--- src/rtl/kdtbl_pkg.sv ---
// ---------------------------------------------------------------------------
// kdtbl_pkg
// Types, constants and codes of the keyed dual token bucket limiter.
// ---------------------------------------------------------------------------
`default_nettype none
package kdtbl_pkg;

  localparam int unsigned TableDepth = 1024;
  localparam int unsigned FracBits   = 16;
  localparam int unsigned MsPerMin   = 60000;

  // Command codes.
  localparam logic [1:0] CmdConn  = 2'd0;
  localparam logic [1:0] CmdReq   = 2'd1;
  localparam logic [1:0] CmdEvict = 2'd2;

  // Configuration register indexes.
  localparam logic [1:0] RegBurst = 2'd0;
  localparam logic [1:0] RegConn  = 2'd1;
  localparam logic [1:0] RegReq   = 2'd2;
  localparam logic [1:0] RegLimit = 2'd3;

  typedef struct packed {
    logic [1:0]  command;
    logic [63:0] client_key;
    logic [63:0] time_ms;
    logic [63:0] idle_limit_ms;
  } in_item_t;

  typedef struct packed {
    logic        allowed;
    logic [10:0] removed_count;
    logic [10:0] occupancy;
  } out_item_t;

endpackage
`default_nettype wire

--- src/rtl/kdtbl_front.sv ---
// ---------------------------------------------------------------------------
// kdtbl_front
// Accepts items into a short queue and hands them on to the table engine.
// ---------------------------------------------------------------------------
`default_nettype none
module kdtbl_front (
  input  wire                  clk_i,
  input  wire                  rst_ni,
  input  wire                  push_i,
  output logic                 full_o,
  input  kdtbl_pkg::in_item_t  item_i,
  output logic                 vld_o,
  input  wire                  take_i,
  output kdtbl_pkg::in_item_t  item_o
);
  kdtbl_pkg::in_item_t buf_q [2];
  logic       wp_q, rp_q;
  logic [1:0] cnt_q;

  assign full_o = cnt_q[1];
  assign vld_o  = cnt_q != 2'd0;
  assign item_o = buf_q[rp_q];

  // Two-entry queue; pointers and count.
  always_ff @(posedge clk_i or negedge rst_ni) begin
    if (!rst_ni) begin
      wp_q <= 1'b0;
      rp_q <= 1'b0;
      cnt_q <= 2'd0;
    end else begin
      if (push_i && !full_o) wp_q <= ~wp_q;
      if (take_i && vld_o) rp_q <= ~rp_q;
      cnt_q <= cnt_q + {1'b0, push_i && !full_o} - {1'b0, take_i && vld_o};
    end
  end

  // Payload storage.
  always_ff @(posedge clk_i) begin
    if (push_i && !full_o) buf_q[wp_q] <= item_i;
  end
endmodule
`default_nettype wire

--- config.mk ---
export PLATFORM = sky130hd
export DESIGN_NAME = kdtbl_front
export DESIGN_NICKNAME = d
export VERILOG_FILES = /design/src/rtl/kdtbl_pkg.sv /design/src/rtl/kdtbl_front.sv
export SDC_FILE = /design/constraint.sdc
export NUM_CORES = 1
export LEC_CHECK = 0
export BUFFER_PORTS_ARGS = -buffer_cell sky130_fd_sc_hd__buf_2
export CAP_MARGIN = 20
export CELL_PAD_IN_SITES_DETAIL_PLACEMENT = 1
export CELL_PAD_IN_SITES_GLOBAL_PLACEMENT = 1
export CORE_MARGIN = 2
export CORE_UTILIZATION = 45
export CTS_CLUSTER_SIZE = 12
export DETAILED_ROUTE_END_ITERATION = 10
export PLACE_DENSITY = 0.87
export SKIP_LAST_GASP = 1
export SLEW_MARGIN = 25
export SYNTH_ARGS = -nofsm -noshare
export SYNTH_HDL_FRONTEND = slang
export SYNTH_SLANG_ARGS = --single-unit
--- constraint.sdc ---
create_clock -name clk_i -period 12.61 [get_ports clk_i]
set_clock_uncertainty 0.1 [all_clocks]
set_input_delay 1.8915 -clock clk_i [delete_from_list [all_inputs] [get_ports clk_i]]
set_output_delay 1.8915 -clock clk_i [all_outputs]
set_load 0.005 [all_outputs]
Word level (Yosys, flattened, before mapping)
Memories as Yosys holds them, arrays and structs flattened.
Cells that the tools add are included.
W data, S select, Z words.
{ "op_classes": {"n_reduce_logical": 4, "addsub": 2, "n_div": 0, "shifts": 0, "mux": 2, "bitwise": 2, "order_cmp": 0, "mul": 0, "eq_ne": 0} }
{ "op_table": {"columns": ["op", "count"], "rows": [
  ["$add A2 B1 Y2", 1],
  ["$logic_and A1 B1 Y1", 2],
  ["$mux W1", 2],
  ["$not A1 Y1", 2],
  ["$reduce_bool A2 Y1", 1],
  ["$sub A2 B1 Y2", 1],
  ["$logic_not A1 Y1", 1]
]} }
{ "totals": {"output_inout_bits": 196, "wordCells": 14, "ram_bits": 388, "input_bits": 198, "romBits": 0, "reg_bits": 4, "memories": 1, "latchBits": 0} }
{ "mem_list": {"columns": ["name", "words", "word_bits", "read_ports", "rd_clocked_by_memory_dff", "write_ports", "line_no", "source"], "rows": [
  ["buf_q", 2, 194, 1, 0, 1, "kdtbl_front.sv:16", "kdtbl_pkg::in_item_t buf_q [2];"]
]} }

Longest topological paths before layout
{ "depth": {"depth_word": 4, "mapped_depth": 5, "mapped_depth_nobuf": 5} }

Worst setup path after synthesis
Ideal clock, no wire load.
{ "synth_path": {"kind": "input to register", "from": "input push_i", "to": "memory buf_q[0][0] (netlist name) (enable)", "t_arrival_ns": 10.051, "slack_ns": 1.708, "required_time_ns": 11.758, "path_buffers": 0, "path_stages": 2, "setup_time_ns": 0.752, "cell_sequence": "nand2b_1 -> nor2_1"} }
{ "synth_between": {"elab_chain_cells": 3} }
{ "synth_rtl": {"columns": ["element", "line_no", "source"], "rows": [
  ["start, declared", "kdtbl_front.sv:9", "input wire push_i,"],
  ["$logic_and A1 B1 Y1", "kdtbl_front.sv:39", "if (push_i && !full_o) buf_q[wp_q] <= item_i;"],
  ["$mux W1", "kdtbl_front.sv:39", null],
  ["$mux W1 (implied by the code)", "kdtbl_front.sv:39", null],
  ["end, declared", "kdtbl_front.sv:16", null]
]} }
Every way passes these cells.

==> impl_metrics.env <==
export IMPL_leakage_nw=7.31
export IMPL_p_sw_share_pct=27.0
export IMPL_grt_pass1_vias=8308
export IMPL_overflow=0
export IMPL_worstSetupEndpointType="output pin"
export IMPL_gp_congestion=0.756
export IMPL_p_total_w=0.00421
export IMPL_slew_headroom_pct=34.7
export IMPL_die_area_sq_um=34400
export IMPL_routed_top_layer="met5"
export IMPL_path_clk_slew_ns=0.06
export IMPL_finalHoldViolCount=0
export IMPL_rows=66
export IMPL_hold_path_startpoint="wp_q"
export IMPL_seqPwrFrac_pct=43.8
export IMPL_setup_viol=0
export IMPL_synth_nets=823
export IMPL_synth_avg_cell_area_sq_um=23.8
export IMPL_synth_cells=624
export IMPL_hold_end="wp_q"
export IMPL_period_needed_ns=4.87
export IMPL_status="complete, no violations"
export IMPL_portBuffers=393
export IMPL_nets=1246
export IMPL_netSwitchingPower_w=0.00114
export IMPL_drtIter0Drc=339
export IMPL_hold_class="reg -> reg"
export IMPL_cts_buffers=42
export IMPL_track_usage_pct=18.9
export IMPL_worstSkewPairLatency_ns=0.51
export IMPL_met1Wirelength_um=11900
export IMPL_wl_met2_um=18200
export IMPL_synth_seq_cells=392
export IMPL_slew_violations=0
export IMPL_critPathLaunchType="flip-flop"
export IMPL_worst_r2r_endpoint="buf_q[1][55]"
export IMPL_regToRegStartpoint="cnt_q[1]"
export IMPL_clock_path_buffers=3
export IMPL_synth_area_sq_um=14800
export IMPL_initial_core_util_pct=45.7
export IMPL_drt_first_pass_iters=4
export IMPL_dr_total_vias=7441
export IMPL_die_x_um=185
export IMPL_required_ns=10.62
export IMPL_cts_hold_buf=0
export IMPL_fmax_mhz=205
export IMPL_ys_seq_area_share_pct=79.3
export IMPL_wl_met3_um=3030
export IMPL_boundaryPins=394
export IMPL_critical_path_class="reg -> out"
export IMPL_drive_above_1_share_pct=60.5
export IMPL_clockPowerShare_pct=27.3
export IMPL_die_y_um=185
export IMPL_ff2ff_setup_slack_ns=10.44
export IMPL_rsz0062_at_grt="false"
export IMPL_wl_um=33900
export IMPL_wl_per_cell_um=22.2
export IMPL_finalCritPeriodShare_pct=38.6
export IMPL_cts_num_sinks=392
export IMPL_min_path_cells=1
export IMPL_ctsHtreeMaxLevel=2
export IMPL_synth_cell_type_count=17
export IMPL_fin_setup_tns_ns=0
export IMPL_maxCapViolations=0
export IMPL_ant_nets=0
export IMPL_worstPathMaxFanout=54
export IMPL_power_density_nw_per_um2=227
export IMPL_peakVddDrop_uv=143
export IMPL_antenna_found_initial=11
export IMPL_placeableCoreArea_sq_um=32500
export IMPL_cts_root_buf="clkbuf_16"
export IMPL_reg2reg_depth=3
export IMPL_grt_pass1_wl_um=48200
export IMPL_via_per_inst=4.88
export IMPL_grt_start_max_net_pins=143
export IMPL_area_delta_synth_final_pct=25.2
export IMPL_hpwl_um=23200
export IMPL_postCtsResizedCells=0
export IMPL_cts_tree="built"
export IMPL_p_int_w=0.00307
export IMPL_drcViolationCount=0
export IMPL_post_route_util_pct=57.2
export IMPL_yosysWarningCount=0
export IMPL_worstMarginPinSlew_ns=0.979
export IMPL_worstPathArrival_ns=2.88
export IMPL_cts_setup_buffers=0
export IMPL_comb_power_share_pct=28.8
## per-layer routing
metal | GRT usage (%) | up-vias
met2 | 35.4 | 334
met4 | 6.51 | 6
li1 | - | 3345
met1 | 19.7 | 3702
met5 | 0 | -
met3 | 6.26 | 54
## critical path, cell delays in order, from the launching register on
cell and delay [ns]:
dfrtp_4 0.85, buf_4 0.89, mux2_2 0.43, buf_2 0.14
## placed cells by master, fill, tap and decap left out, types with 2 or more instances in the layout
cell | synthesis | routed
buf_12 | 0 | 2
clkbuf_16 | 0 | 45
clkinvlp_4 | 0 | 2
nand2b_1 | 2 | 2
dfrtp_1 | 4 | 3
clkbuf_1 | 0 | 14
diode_2 | 0 | 8
edfxtp_1 | 388 | 388
mux2_4 | 150 | 150
mux2_2 | 44 | 44
xnor2_1 | 2 | 2
bufinv_16 | 0 | 2
buf_4 | 0 | 5
nor2_4 | 0 | 2
nand2_1 | 2 | 2
clkinv_2 | 0 | 2
clkinv_1 | 0 | 7
buf_2 | 4 | 393
## final cells by class
cell class | count | area [sq um]
fill | 2963 | 13900
sequential | 392 | 11800
multi-input combinational | 209 | 2860
timing repair buffer | 401 | 2070
clock buffer | 59 | 1180
tap | 442 | 553
clock inverter | 13 | 111
antenna | 8 | 20.0
inverter | 1 | 3.75
## through the flow
step | cells | worst slack [ns] | area [sq um] | hold slack [ns]
floorplan | 624 | 1.71 | 14800 | 0.368
global placement | 1444 | 8.26 | 17200 | 0.432
detailed placement | 1444 | 8.27 | 17200 | 0.455
CTS | 1516 | 7.71 | 18500 | 0.465
global route | 1522 | 7.59 | 18500 | 0.502
finish | 1525 | 7.74 | 18600 | 0.461
## worst max path at each step
stage                     startpoint           to  slack (ns)  cells after the start
final                           rp_q    item_o[0]        7.74                      3
after global routing            rp_q    item_o[0]        7.59                      3
after CTS                       rp_q    item_o[0]        7.71                      3
after detailed placement        rp_q    item_o[0]        8.27                      3
after global placement          rp_q   item_o[13]        8.26                      3
after floorplan               push_i  buf_q[0][0]        1.71                      2
## synthesized netlist by cell type, drive strengths merged
cell type	number	area [sq um]
nand2	2	7.51
buf	22	223
xor2	1	8.76
a211o	1	8.76
edfxtp	388	11700
ha	1	12.5
or2	1	6.26
nor2	3	11.3
o31ai	1	7.51
mux2	194	2750
a21oi	1	5.00
xnor2	2	17.5
dfrtp	4	100
inv	1	3.75
nand2b	2	12.5
## registers in the layout (all words and copies together) (netlist names)
signal / count
wp_q: 1
buf_q: 388
rp_q: 1
cnt_q: 2
## cell families (layout without fill, tap and decap cells)
logic type	count (synthesis)	after routing	synth area share, %
AO/OA/AOI/OAI	3	3	0.143
XOR/XNOR	3	3	0.177
adder cells (fa/ha/maj)	1	1	0.0844
buffers and inverters	23	474	1.53
flip-flops	392	392	79.3
multiplexers	194	194	18.5
other	0	8	0
AND/OR/NAND/NOR	8	8	0.253
## power by group through the flow
stage               clock network [W]  logic [W]  registers [W]
finish                        0.00115    0.00121        0.00185
global route                  0.00123    0.00130        0.00187
CTS                           0.00118    0.00123        0.00185
detailed placement                  0    0.00122        0.00187
global placement                    0    0.00119        0.00185
floorplan                           0   0.000814        0.00190
Note: power is estimated with default switching activity, not from simulation.
